File: config.mk
export PLATFORM = sky130hd
export DESIGN_NAME = bpsk_decision_directed_carrier_loop_flat
export DESIGN_NICKNAME = d
export VERILOG_FILES = /design/src/sv/bddcl_pkg.sv /design/src/sv/bddcl_if.sv /design/src/sv/bpsk_decision_directed_carrier_loop.sv /design/src/flat_wrapper.sv
export SDC_FILE = /design/constraint.sdc
export NUM_CORES = 2
export LEC_CHECK = 0
export ABC_AREA = 1
export BUFFER_PORTS_ARGS = -buffer_cell sky130_fd_sc_hd__buf_2
export CAP_MARGIN = 30
export CORE_ASPECT_RATIO = 0.7
export CORE_MARGIN = 2
export CORE_UTILIZATION = 50
export CTS_CLUSTER_DIAMETER = 200
export DETAILED_ROUTE_END_ITERATION = 16
export PLACE_DENSITY_LB_ADDON = 0.2
export SKIP_CTS_REPAIR_TIMING = 1
export SYNTH_ARGS = -nofsm -noshare
export SYNTH_HDL_FRONTEND = slang
export SYNTH_SLANG_ARGS = --single-unit
File: constraint.sdc
create_clock -name clk -period 10.8 [get_ports clk]
set_input_delay 1.08 -clock clk [delete_from_list [all_inputs] [get_ports clk]]
set_output_delay 1.08 -clock clk [all_outputs]
set_load 0.01 [all_outputs]
File: src/sv/bddcl_pkg.sv
// bddcl_pkg: constants and the atan table shared by the bpsk carrier loop files
`default_nettype none

package bddcl_pkg;

  localparam int CFG_INDEX_W = 3;
  localparam int CFG_DATA_W  = 32;

  localparam logic [CFG_INDEX_W-1:0] REG_ENABLE       = 3'd0;
  localparam logic [CFG_INDEX_W-1:0] REG_LOOP_ALPHA   = 3'd1;
  localparam logic [CFG_INDEX_W-1:0] REG_START_PHASE  = 3'd2;
  localparam logic [CFG_INDEX_W-1:0] REG_START_FREQ   = 3'd3;
  localparam logic [CFG_INDEX_W-1:0] REG_FRAME_OFFSET = 3'd4;

  localparam int GUARD        = 8;
  localparam int CORDIC_ITERS = 16;
  localparam int ITER_W       = 4;
  localparam int MUL_B_W      = 31;
  localparam int IDX_W        = 16;

  localparam logic [IDX_W-1:0]          IDX_MAX    = 16'hFFFF;
  localparam logic signed [MUL_B_W-1:0] INV_GAIN   = 31'sd39797;
  localparam logic signed [MUL_B_W-1:0] INV_TWO_PI = 31'sd683565276;

  // atan(2^-k) in turns, 2^32 per turn
  localparam logic [31:0] ATAN_TAB [CORDIC_ITERS] = '{
    32'h20000000, 32'h12E4051E, 32'h09FB385B, 32'h051111D4,
    32'h028B0D43, 32'h0145D7E1, 32'h00A2F61E, 32'h00517C55,
    32'h0028BE53, 32'h00145F2F, 32'h000A2F98, 32'h000517CC,
    32'h00028BE6, 32'h000145F3, 32'h0000A2FA, 32'h0000517D
  };

endpackage

`default_nettype wire

File: src/sv/bddcl_if.sv
// bddcl_if: handshake channels of the bpsk carrier loop
`default_nettype none

interface bddcl_sym_if #(
  parameter int SAMPLE_WIDTH = 16
) ();
  logic                           valid;
  logic                           ready;
  logic signed [SAMPLE_WIDTH-1:0] sym_i;
  logic signed [SAMPLE_WIDTH-1:0] sym_q;
  logic                           burst_start;

  modport source (output valid, sym_i, sym_q, burst_start, input ready);
  modport sink (input valid, sym_i, sym_q, burst_start, output ready);
endinterface

interface bddcl_res_if #(
  parameter int SAMPLE_WIDTH = 16
) ();
  logic                           valid;
  logic                           ready;
  logic signed [SAMPLE_WIDTH-1:0] out_i;
  logic signed [SAMPLE_WIDTH-1:0] out_q;
  logic                           tracking;

  modport source (output valid, out_i, out_q, tracking, input ready);
  modport sink (input valid, out_i, out_q, tracking, output ready);
endinterface

interface bddcl_cfg_if import bddcl_pkg::*; ();
  logic                   valid;
  logic                   ready;
  logic [CFG_INDEX_W-1:0] index;
  logic [CFG_DATA_W-1:0]  data;

  modport source (output valid, index, data, input ready);
  modport sink (input valid, index, data, output ready);
endinterface

`default_nettype wire

File: src/sv/bpsk_decision_directed_carrier_loop.sv
// bpsk_decision_directed_carrier_loop: cordic derotator with a second-order decision loop
//
//   channel  modport  payload                          transfer when
//   cfg      sink     index, data                      cfg.valid && cfg.ready
//   sym      sink     sym_i, sym_q, burst_start        sym.valid && sym.ready
//   res      source   out_i, out_q, tracking           res.valid && res.ready
//
// one symbol at a time: sym.ready is high only while the sequencer is idle
// tracked symbol: prep, cordic steps, gain scaling, loop update; open-loop symbol: no update
// burst start adds restart steps; bypassed symbol (enable low): straight to the result step
// the 16 cordic steps run on one shift-add unit; the other steps use the shared multiplier
// the result register frees the datapath; a stalled result only holds the final step
// rst is synchronous; config and loop state return to zero, no clearing pass
`default_nettype none

module bpsk_decision_directed_carrier_loop import bddcl_pkg::*; #(
  parameter int SAMPLE_WIDTH = 16,
  parameter int PHASE_WIDTH  = 32
) (
  input  logic        clk,
  input  logic        rst,
  bddcl_cfg_if.sink   cfg,
  bddcl_sym_if.sink   sym,
  bddcl_res_if.source res
);

  localparam int SW  = SAMPLE_WIDTH;
  localparam int PW  = PHASE_WIDTH;
  localparam int XW  = SW + GUARD + 3;
  localparam int RW  = SW + 2;
  localparam int MA0 = (PW > XW) ? PW : XW;
  localparam int MA  = (MA0 > 32) ? MA0 : 32;
  localparam int PRW = MA + MUL_B_W;
  localparam int TPL = (PW >= 32) ? PW - 32 : 0;
  localparam int TPR = (PW < 32) ? 32 - PW : 0;

  localparam logic signed [RW-1:0] SAT_HI = RW'((2 ** (SW - 1)) - 1);
  localparam logic signed [RW-1:0] SAT_LO = ~SAT_HI;
  localparam logic signed [RW:0]   ONE_E  = (RW + 1)'(2 ** (SW - 2));

  typedef enum logic [3:0] {
    S_IDLE, S_BURST, S_OPEN, S_PREP, S_ROT, S_MX, S_MY, S_RQ,
    S_CLAMP, S_ME, S_E32, S_MF, S_FREQ, S_PHASE, S_FIN
  } state_t;

  state_t state;

  logic                     enable;
  logic [15:0]              loop_alpha;
  logic [15:0]              start_phase;
  logic signed [31:0]       start_freq;
  logic [15:0]              frame_offset;

  logic [IDX_W-1:0]         symbol_index;
  logic [PW-1:0]            loop_phase;
  logic [PW-1:0]            loop_freq;
  logic [PW-1:0]            open_phase;

  logic signed [SW-1:0]     xin;
  logic signed [SW-1:0]     yin;
  logic                     trk;
  logic                     upd;
  logic [ITER_W-1:0]        k;
  logic signed [XW-1:0]     x;
  logic signed [XW-1:0]     y;
  logic signed [31:0]       r;
  logic signed [PRW-1:0]    prod;
  logic signed [MUL_B_W-1:0] beta;
  logic signed [RW-1:0]     ri;
  logic signed [RW-1:0]     rq;
  logic signed [SW-1:0]     err;
  logic signed [31:0]       e32;

  logic                     res_valid;
  logic signed [SW-1:0]     res_i;
  logic signed [SW-1:0]     res_q;
  logic                     res_trk;

  function automatic logic signed [PRW-1:0] rshr(input logic signed [PRW-1:0] v,
                                                  input int n);
    logic signed [PRW-1:0] half;
    half = '0;
    half[n-1] = 1'b1;
    return (v + half) >>> n;
  endfunction

  function automatic logic [PW-1:0] tp(input logic signed [PRW-1:0] v);
    logic signed [PRW-1:0] s;
    if (TPR == 0) begin
      s = v <<< TPL;
    end else begin
      s = rshr(v, TPR);
    end
    return s[PW-1:0];
  endfunction

  function automatic logic signed [SW-1:0] sat(input logic signed [RW-1:0] v);
    logic signed [RW-1:0] s;
    if (v > SAT_HI) begin
      s = SAT_HI;
    end else if (v < SAT_LO) begin
      s = SAT_LO;
    end else begin
      s = v;
    end
    return s[SW-1:0];
  endfunction

  // handshakes
  logic sym_xfer;
  logic cfg_xfer;
  logic res_free;

  assign sym.ready = (state == S_IDLE) && !rst;
  assign cfg.ready = !rst;
  assign sym_xfer  = sym.valid && sym.ready;
  assign cfg_xfer  = cfg.valid && cfg.ready;
  assign res_free  = !res_valid || res.ready;

  assign res.valid    = res_valid;
  assign res.out_i    = res_i;
  assign res.out_q    = res_q;
  assign res.tracking = res_trk;

  // start values and angle preparation
  logic [PW-1:0]         sf;
  logic [PW-1:0]         sp;
  logic                  trk_c;
  logic [PW-1:0]         phase_sel;
  logic [PW-1:0]         a_neg;
  logic [PW+31:0]        a_wide;
  logic [31:0]           a32;
  logic [31:0]           a_bias;
  logic [1:0]            quad;
  logic [31:0]           r0;
  logic signed [XW-1:0]  x0;
  logic signed [XW-1:0]  y0;
  logic signed [XW-1:0]  xq;
  logic signed [XW-1:0]  yq;

  always_comb begin
    sf        = tp(PRW'(start_freq));
    sp        = PW'(start_phase) << (PW - 16);
    trk_c     = symbol_index >= frame_offset;
    phase_sel = trk_c ? loop_phase : open_phase;
    a_neg     = -phase_sel;
    a_wide    = {a_neg, 32'd0};
    a32       = a_wide[PW+31:PW];
    a_bias    = a32 + 32'h2000_0000;
    quad      = a_bias[31:30];
    r0        = a32 - {quad, 30'd0};
    x0        = XW'(xin) <<< GUARD;
    y0        = XW'(yin) <<< GUARD;
    case (quad)
      2'd1: begin
        xq = -y0;
        yq = x0;
      end
      2'd2: begin
        xq = -x0;
        yq = -y0;
      end
      2'd3: begin
        xq = y0;
        yq = -x0;
      end
      default: begin
        xq = x0;
        yq = y0;
      end
    endcase
  end

  // cordic shift-add step
  logic signed [XW-1:0] dx;
  logic signed [XW-1:0] dy;
  logic signed [31:0]   atan_k;

  assign dx     = y >>> k;
  assign dy     = x >>> k;
  assign atan_k = ATAN_TAB[k];

  // error decision and clamp
  logic signed [RW:0] er;
  logic signed [RW:0] er_c;

  always_comb begin
    er = ri[RW-1] ? -((RW + 1)'(rq)) : (RW + 1)'(rq);
    if (er > ONE_E) begin
      er_c = ONE_E;
    end else if (er < -ONE_E) begin
      er_c = -ONE_E;
    end else begin
      er_c = er;
    end
  end

  // shared multiplier
  logic signed [MA-1:0]      mul_a;
  logic signed [MUL_B_W-1:0] mul_b;
  logic                      mul_en;

  always_comb begin
    mul_a  = '0;
    mul_b  = '0;
    mul_en = 1'b1;
    case (state)
      S_BURST: begin
        mul_a = MA'(signed'(sf));
        mul_b = MUL_B_W'({1'b0, frame_offset});
      end
      S_PREP: begin
        mul_a = MA'({1'b0, loop_alpha});
        mul_b = MUL_B_W'({1'b0, loop_alpha});
      end
      S_MX: begin
        mul_a = MA'(x);
        mul_b = INV_GAIN;
      end
      S_MY: begin
        mul_a = MA'(y);
        mul_b = INV_GAIN;
      end
      S_ME: begin
        mul_a = MA'(err);
        mul_b = INV_TWO_PI;
      end
      S_MF: begin
        mul_a = MA'(e32);
        mul_b = beta;
      end
      S_FREQ: begin
        mul_a = MA'(e32);
        mul_b = MUL_B_W'({1'b0, loop_alpha});
      end
      default: mul_en = 1'b0;
    endcase
  end

  // rounded views of the product
  logic signed [PRW-1:0] rnd_g;
  logic signed [PRW-1:0] rnd_e;
  logic signed [PRW-1:0] rnd_f;
  logic signed [PRW-1:0] rnd_p;
  logic [PRW-1:0]        beta_w;

  always_comb begin
    rnd_g  = rshr(prod, 16 + GUARD);
    rnd_e  = rshr(prod, SW - 2);
    rnd_f  = rshr(prod, 32);
    rnd_p  = rshr(prod, 16);
    beta_w = prod >> 2;
  end

  always_ff @(posedge clk) begin
    if (rst) begin
      state        <= S_IDLE;
      enable       <= 1'b0;
      loop_alpha   <= '0;
      start_phase  <= '0;
      start_freq   <= '0;
      frame_offset <= '0;
      symbol_index <= '0;
      loop_phase   <= '0;
      loop_freq    <= '0;
      open_phase   <= '0;
      res_valid    <= 1'b0;
      k            <= '0;
    end else begin
      if (cfg_xfer) begin
        case (cfg.index)
          REG_ENABLE:       enable       <= cfg.data[0];
          REG_LOOP_ALPHA:   loop_alpha   <= cfg.data[15:0];
          REG_START_PHASE:  start_phase  <= cfg.data[15:0];
          REG_START_FREQ:   start_freq   <= cfg.data[31:0];
          REG_FRAME_OFFSET: frame_offset <= cfg.data[15:0];
          default: ;
        endcase
      end

      if (mul_en) begin
        prod <= mul_a * mul_b;
      end

      // the final step reloads the register itself when it is taken
      if (res_valid && res.ready && state != S_FIN) begin
        res_valid <= 1'b0;
      end

      case (state)
        S_IDLE: begin
          if (sym_xfer) begin
            xin <= sym.sym_i;
            yin <= sym.sym_q;
            if (!enable) begin
              ri    <= RW'(sym.sym_i);
              rq    <= RW'(sym.sym_q);
              trk   <= 1'b0;
              upd   <= 1'b0;
              state <= S_FIN;
            end else if (sym.burst_start) begin
              state <= S_BURST;
            end else begin
              state <= S_PREP;
            end
          end
        end
        S_BURST: begin
          symbol_index <= '0;
          loop_phase   <= sp;
          loop_freq    <= sf;
          state        <= S_OPEN;
        end
        S_OPEN: begin
          open_phase <= sp - prod[PW-1:0];
          state      <= S_PREP;
        end
        S_PREP: begin
          trk   <= trk_c;
          upd   <= 1'b1;
          x     <= xq;
          y     <= yq;
          r     <= r0;
          k     <= '0;
          state <= S_ROT;
        end
        S_ROT: begin
          if (!r[31]) begin
            x <= x - dx;
            y <= y + dy;
            r <= r - atan_k;
          end else begin
            x <= x + dx;
            y <= y - dy;
            r <= r + atan_k;
          end
          k <= k + ITER_W'(1);
          if (k == ITER_W'(CORDIC_ITERS - 1)) begin
            state <= S_MX;
          end
        end
        S_MX: begin
          beta  <= beta_w[MUL_B_W-1:0];
          state <= S_MY;
        end
        S_MY: begin
          ri    <= rnd_g[RW-1:0];
          state <= S_RQ;
        end
        S_RQ: begin
          rq <= rnd_g[RW-1:0];
          if (trk) begin
            state <= S_CLAMP;
          end else begin
            open_phase <= open_phase + sf;
            state      <= S_FIN;
          end
        end
        S_CLAMP: begin
          err   <= er_c[SW-1:0];
          state <= S_ME;
        end
        S_ME: begin
          state <= S_E32;
        end
        S_E32: begin
          e32   <= rnd_e[31:0];
          state <= S_MF;
        end
        S_MF: begin
          state <= S_FREQ;
        end
        S_FREQ: begin
          loop_freq <= loop_freq + tp(rnd_f);
          state     <= S_PHASE;
        end
        S_PHASE: begin
          loop_phase <= loop_phase + tp(rnd_p) + loop_freq;
          state      <= S_FIN;
        end
        S_FIN: begin
          if (res_free) begin
            res_valid <= 1'b1;
            res_i     <= sat(ri);
            res_q     <= sat(rq);
            res_trk   <= trk;
            if (upd && symbol_index != IDX_MAX) begin
              symbol_index <= symbol_index + IDX_W'(1);
            end
            state <= S_IDLE;
          end
        end
        default: state <= S_IDLE;
      endcase
    end
  end

  a_accept_leaves_idle: assert property (@(posedge clk) disable iff (rst)
    sym_xfer |=> (state != S_IDLE))
    else $error("accepted symbol did not start the sequencer");

  a_bypass_direct: assert property (@(posedge clk) disable iff (rst)
    (sym_xfer && !enable) |=> (state == S_FIN && !trk && !upd))
    else $error("bypassed symbol did not go straight to the result step");

  a_rot_done: assert property (@(posedge clk) disable iff (rst)
    (state == S_ROT && k == ITER_W'(CORDIC_ITERS - 1)) |=> (state == S_MX))
    else $error("cordic did not end after its last step");

  a_open_skips_loop: assert property (@(posedge clk) disable iff (rst)
    (state == S_RQ && !trk) |=> (state == S_FIN))
    else $error("open-loop symbol entered the loop update");

  a_result_load: assert property (@(posedge clk) disable iff (rst)
    (state == S_FIN && res_free) |=> (res_valid && state == S_IDLE))
    else $error("result not loaded when the output register was free");

endmodule

`default_nettype wire

File: src/flat_wrapper.sv
// flat-port wrapper written by rule: the top's interface ports become plain ports
module bpsk_decision_directed_carrier_loop_flat import bddcl_pkg::*;
#(
  parameter int SAMPLE_WIDTH = 16,
  parameter int PHASE_WIDTH  = 32
)
  (clk, rst, cfg_valid, cfg_index, cfg_data, cfg_ready, sym_valid, sym_sym_i, sym_sym_q, sym_burst_start, sym_ready, res_valid, res_out_i, res_out_q, res_tracking, res_ready);
  bddcl_cfg_if cfg_i ();
  bddcl_sym_if #(.SAMPLE_WIDTH(SAMPLE_WIDTH)) sym_i ();
  bddcl_res_if #(.SAMPLE_WIDTH(SAMPLE_WIDTH)) res_i ();
  input  logic clk;
  input  logic rst;
  input wire logic [$bits(cfg_i.valid)-1:0] cfg_valid;
  input wire logic [$bits(cfg_i.index)-1:0] cfg_index;
  input wire logic [$bits(cfg_i.data)-1:0] cfg_data;
  output wire logic [$bits(cfg_i.ready)-1:0] cfg_ready;
  input wire logic [$bits(sym_i.valid)-1:0] sym_valid;
  input wire logic [$bits(sym_i.sym_i)-1:0] sym_sym_i;
  input wire logic [$bits(sym_i.sym_q)-1:0] sym_sym_q;
  input wire logic [$bits(sym_i.burst_start)-1:0] sym_burst_start;
  output wire logic [$bits(sym_i.ready)-1:0] sym_ready;
  output wire logic [$bits(res_i.valid)-1:0] res_valid;
  output wire logic [$bits(res_i.out_i)-1:0] res_out_i;
  output wire logic [$bits(res_i.out_q)-1:0] res_out_q;
  output wire logic [$bits(res_i.tracking)-1:0] res_tracking;
  input wire logic [$bits(res_i.ready)-1:0] res_ready;
  assign cfg_i.valid = cfg_valid;
  assign cfg_i.index = cfg_index;
  assign cfg_i.data = cfg_data;
  assign cfg_ready = cfg_i.ready;
  assign sym_i.valid = sym_valid;
  assign sym_i.sym_i = sym_sym_i;
  assign sym_i.sym_q = sym_sym_q;
  assign sym_i.burst_start = sym_burst_start;
  assign sym_ready = sym_i.ready;
  assign res_valid = res_i.valid;
  assign res_out_i = res_i.out_i;
  assign res_out_q = res_i.out_q;
  assign res_tracking = res_i.tracking;
  assign res_i.ready = res_ready;
  bpsk_decision_directed_carrier_loop #(.SAMPLE_WIDTH(SAMPLE_WIDTH), .PHASE_WIDTH(PHASE_WIDTH)) u_core (.clk(clk), .rst(rst), .cfg(cfg_i), .sym(sym_i), .res(res_i));
endmodule
### Word-level counts from Yosys, hierarchy flattened

Memories as Yosys holds them, arrays and structs flattened.
Index checks and enable logic that the tools add are counted.

* logic and storage cells: 188
* output and inout port bits: 36
* memories kept: 1
* bits of input ports: 73
* flip-flop bits (word level): 533
* ROM bits: 512

Memories
* (no name shown): words 16, width 32, rd ports 1, clocked after Yosys merged registers in 0, wr ports 0, line bpsk_decision_directed_carrier_loop.sv:181 `assign atan_k = ATAN_TAB[k];`

* shift operators: 2
* multipliers: 1
* equal/unequal tests: 30
* bitwise logic cells: 2
* $lt $le $gt $ge: 8
* add/subtract/negate cells: 23
* reductions and logical operators: 42
* multiplexer cells: 50

Operators by type and width (number)
* $mux 32: 9
* $pmux 32 s2: 4
* $pmux 32 s6: 1
* $pmux 27 s3: 2
* $add 32x32->32: 5
* $pmux 31 s5: 1
* $pmux 27 s2: 2
* $sub 32x32->32: 3
* $mux 16: 5
* $mux 18: 4
* $pmux 18 s2: 2
* $add 63x33->63 const B: 1
* $mul 32x31->63: 1
* $pmux 4 s15: 1
* $add 27x27->27: 2
* $mux 27: 2
* $neg 24->27: 2
* $sshr 27x4->27: 2
* $sub 27x27->27: 2
* $add 48x17->48 const B: 1
* $add 46x15->46 const B: 1
* $add 42x25->42 const B: 1
* $gt 18x16->1 const B: 2
* $lt 18x16->1 const B: 2
* 43 further kinds: 100

### Longest topological paths before layout

* depth in word-level cells: 7
* depth in mapped cells: 42
* gate-level depth less buffers: 40

### Least setup slack after synthesis

No wires, ideal clock.

* path kind: flip-flop to flip-flop
* start point: register u_core.state[3]
* end point: register u_core.prod[60], data pin
* setup slack: 2293 ps
* path buffers: 1
* clock period less this slack: 8507 ps
* stages on the path, launching flop included: 33
* data required time: 10536 ps
* library setup time: 264 ps
* arrival time: 8243 ps
* cells stage by stage: dfxtp_1 > nor2_1 > inv_2 > nor2_1 > clkinv_1 > nand2_1 > inv_2 > nor2_1 > nor4_2 > clkinv_1 > clkbuf_1 > nand2_1 > fa_1 > fa_1 > fa_1 > inv_1 > fa_1 > inv_1 > fa_1 > inv_1 > fa_1 > inv_1 > fa_1 > fa_1 > inv_1 > ha_1 > a21oi_1 > o21ai_0 > o21bai_1 > a21oi_1 > o21ai_0 > a31oi_1 > xor2_1

* longest elaborated chain between the ends: 4
* elaborated cells on any way between the ends: 13
* classes of those cells: mul: 1; eq/ne: 7; mux: 2; reduce/logical: 3

Ends and longest elaborated chain
* from (decl): line bpsk_decision_directed_carrier_loop.sv:46 `state_t state;`
* from (signal assigned): line bpsk_decision_directed_carrier_loop.sv:257 `state <= S_IDLE;`
* from (signal assigned): line bpsk_decision_directed_carrier_loop.sv:300 `state <= S_FIN;`
* from (signal assigned): line bpsk_decision_directed_carrier_loop.sv:302 `state <= S_BURST;`
* $eq 4x4->1 (tied with other cells): line bpsk_decision_directed_carrier_loop.sv:207 `case (state)`
* $reduce_or 2->1 (no source line)
* $pmux 32 s6 / $pmux 31 s5 (equally long branches): line bpsk_decision_directed_carrier_loop.sv:207
* $mul 32x31->63 (*): line bpsk_decision_directed_carrier_loop.sv:282 `prod <= mul_a * mul_b;`
* to (signal assigned): line bpsk_decision_directed_carrier_loop.sv:282
* to (decl): line bpsk_decision_directed_carrier_loop.sv:67 `logic signed [PRW-1:0] prod;`

Mark *: on every way between the ends. The rest lies on a longest branch, timed or not.
A chain may end at the register's enable or synchronous reset.

### Worst setup path in the final report

* start point: register u_core.state[1]
* end point: register u_core.prod[36], data pin

The elaborated chain is that of the path after synthesis.

==> results.toml <==
[logic_synthesis]
synth_enable_flop_cells = 331
synth-seq-cells = 533
ys_warn_count = 0
yosysUniqueCellTypes = 66
syn_area_per_cell_um2 = 7.69
ys.flop_type = "edfxtp_1"
synth-seq-area-share_pct = 18.3
synth_area_mm2 = 0.0764
synthArstFlopShare_pct = 0
synth_nets = 11500
synthCells = 9937

[placement]
routabilityCongestion = 1.15
dpl_worst_slack_ns = 0.759
hpwl_mm = 263
dp.cells = 11900
io_buffers = 108

[timing]
post-route-min-period_ns = 10.58
relSlewSlack_pct = 25.8
tightest_slew_ns = 1.11
setup_ws_ns = 0.221
hold_violations = 0
min_period_over_period_pct = 98.0
fin_skew_ns = 0.0331
slew_viol_final = 0
setup_violations = 0
rsz0062_at_grt = "false"
tns_ns = 0
fmax_mhz = 94.5

[detailed_routing]
vias_per_cell = 5.90
wl_met2_mm = 117
drtIter0Drc = 10500
drc_errors = 0
vias = 70800
drt-met1-wl_mm = 136
dr_wl_met3_mm = 53.0
wire_per_inst_um = 26.3
dr.pass1.iters = 7
top_layer = "met5"
drt-total-wl_mm = 316
postRouteAntennaNets = 0

[grt]
grt_max_degree = 103
grt_pass1_wl_mm = 458
grt_usage_pct = 40.2
grt_pass1_vias = 66900
grt_overflow = 0
antenna_found_initial = 35

[final_layout]
syn_to_final_growth_pct = 6.79
fin_nets = 11500
regArea_mm2 = 0.0140
layout.cells.non_filler = 12000
multi_input_area_mm2 = 0.0534
final_common_cell = "inv_1"
drive_above_1_share_pct = 5.11
layout_common_cells = "inv_1 (2018), nand2_1 (1978), fa_1 (1084), nor2_1 (1049), a21oi_1 (597)"
final.fill_count = 14500

[cts]
clock_latency_ns = 0.67
h-tree-depth = 2
cts_tree = "done"
cts-root-buf = "clkbuf_16"
clockBufferDepth = 3
clock-sinks = 533
cts_buffers = 52
clk_pin_slew_ns = 0.07

[power_and_ir_drop]
p_int_w = 0.00574
p_leak_nw = 40.1
pwr-share-seq_pct = 23.5
power_frac_comb_pct = 60.4
switching_share_pct = 53.4
p_sw_w = 0.00659
peakVddDrop_mv = 0.175
clock_power_share_pct = 16.1
total_power_w = 0.0123
power_density_mw_per_mm2 = 151

[critical_path]
rr_startpoint = "u_core.state[1]"
crit_required_ns = 11.21
rrSetupSlack_ns = 0.22
crit_type = "reg2reg"
cp-end-kind = "register"
reg2reg_depth = 35
start_kind = "register"
max_stage_delay_ns = 0.74
critPathMaxFanout = 23
crit_start = "u_core.state[1]"
worst_ep_arrival_time_ns = 10.99
rr_endpoint = "u_core.prod[36]"
cpMaxStageDelayCell = "a21oi_1"
crit_path_end = "u_core.prod[36]"
cp_common_cell = "inv_1"

[floorplan]
rows = 119
core_area_mm2 = 0.151
die_x_um = 471
io_pins = 109
die_h_um = 331
fp.dieArea_mm2 = 0.156
initial_core_util_pct = 50.6

[status]
status = "finished clean"

[hold_path]
hold_depth = 0
hp-class = "reg2reg"

[flow_run]
maxCapViolations = 0
==> critical path: cells and delay by family, from the launching register on <==
kind	cells	cell delay, ns
xor gates and xnor gates	1	0.38
AOI/OAI and AO/OA	9	2.50
adders and majority gates	9	4.20
buffers and inverters	12	2.30
DFF	1	0.41
and+or+nand+nor	4	0.49
==> power by group through the flow <==
stage / logic [W] / clock network, W / registers, W
floorplan: 0.00468 / 0 / 0.00278
global placement: 0.00701 / 0 / 0.00293
detailed placement: 0.00709 / 0 / 0.00293
CTS: 0.00714 / 0.00199 / 0.00288
global route: 0.00801 / 0.00206 / 0.00291
finish: 0.00745 / 0.00199 / 0.00290
==> through the flow <==
stage / utilization (%) / hold WS, ns / cell area [um2]
6_report: 54.0 / 0.459 / 81600
4_1_cts: 53.9 / 0.458 / 81400
5_1_grt: 54.0 / 0.471 / 81500
3_5_place_dp: 52.8 / 0.444 / 79700
3_3_place_gp: 52.7 / 0.437 / 79600
2_1_floorplan: - / 0.424 / 76400
==> synth_stat cells (35+ instances only) <==
master / n / area, um2
nor3_1: 93 / 465
nand3_1: 247 / 1240
nor2_1: 1059 / 3980
o21ai_0: 583 / 2920
fa_1: 1084 / 21700
edfxtp_1: 331 / 9940
a31oi_1: 77 / 482
dfxtp_1: 202 / 4040
ha_1: 411 / 5140
clkbuf_1: 287 / 1080
xor2_1: 255 / 2230
a21oi_1: 605 / 3030
nand2_1: 1978 / 7420
o31ai_1: 35 / 263
nand4_1: 85 / 532
xnor2_1: 105 / 920
inv_1: 2022 / 7590
==> worst min path at each step <==
stage	startpoint	endpoint	slack (ns)
2_1_floorplan	u_core.prod[29]	u_core.beta[27]	0.42
3_3_place_gp	u_core.trk	u_core.res.tracking	0.44
3_5_place_dp	u_core.prod[6]	u_core.beta[4]	0.44
4_1_cts	u_core.prod[6]	u_core.beta[4]	0.46
5_1_grt	u_core.prod[6]	u_core.beta[4]	0.47
6_report	u_core.prod[6]	u_core.beta[4]	0.46
==> registers in the layout, indices dropped and copies added, names as in the netlist, 27 cells and up <==
name               flops
u_core.r              32
u_core.loop_freq      32
u_core.prod           63
u_core.open_phase     32
u_core.sf             32
u_core.x              27
u_core.beta           31
u_core.loop_phase     32
u_core.y              27
u_core.e32            32
==> routing by layer <==
metal,track usage [%],vias up
li1,-,30900
met1,60.5,34600
met2,51.4,4727
met3,18.0,566
met4,10.0,28
met5,0.657,-
==> area by class of cell <==
type	instances	share of cell area (%)
Multi-Input combinational cell	6995	65.5
Inverter	2055	9.47
Clock inverter	34	0.422
Sequential cell	533	17.1
Clock buffer	63	1.70
Timing Repair Buffer	307	2.63
Tap cell	1996	3.06
Antenna cell	17	0.0522
==> cells by family (layout without fill, tap and decap cells) <==
logic type               after synthesis  after routing  synth area share (%)
adder cells (fa/ha/maj)             1495           1495                  35.1
flip-flops                           533            533                  18.3
XOR/XNOR                             360            360                  4.13
multiplexers                          13             13                 0.170
AND/OR/NAND/NOR                     3598           3598                  19.2
buffers and inverters               2409           2459                  12.0
AO/OA/AOI/OAI                       1529           1529                  11.0
other                                  0             17                     0
(Power assumes the default switching activity.)
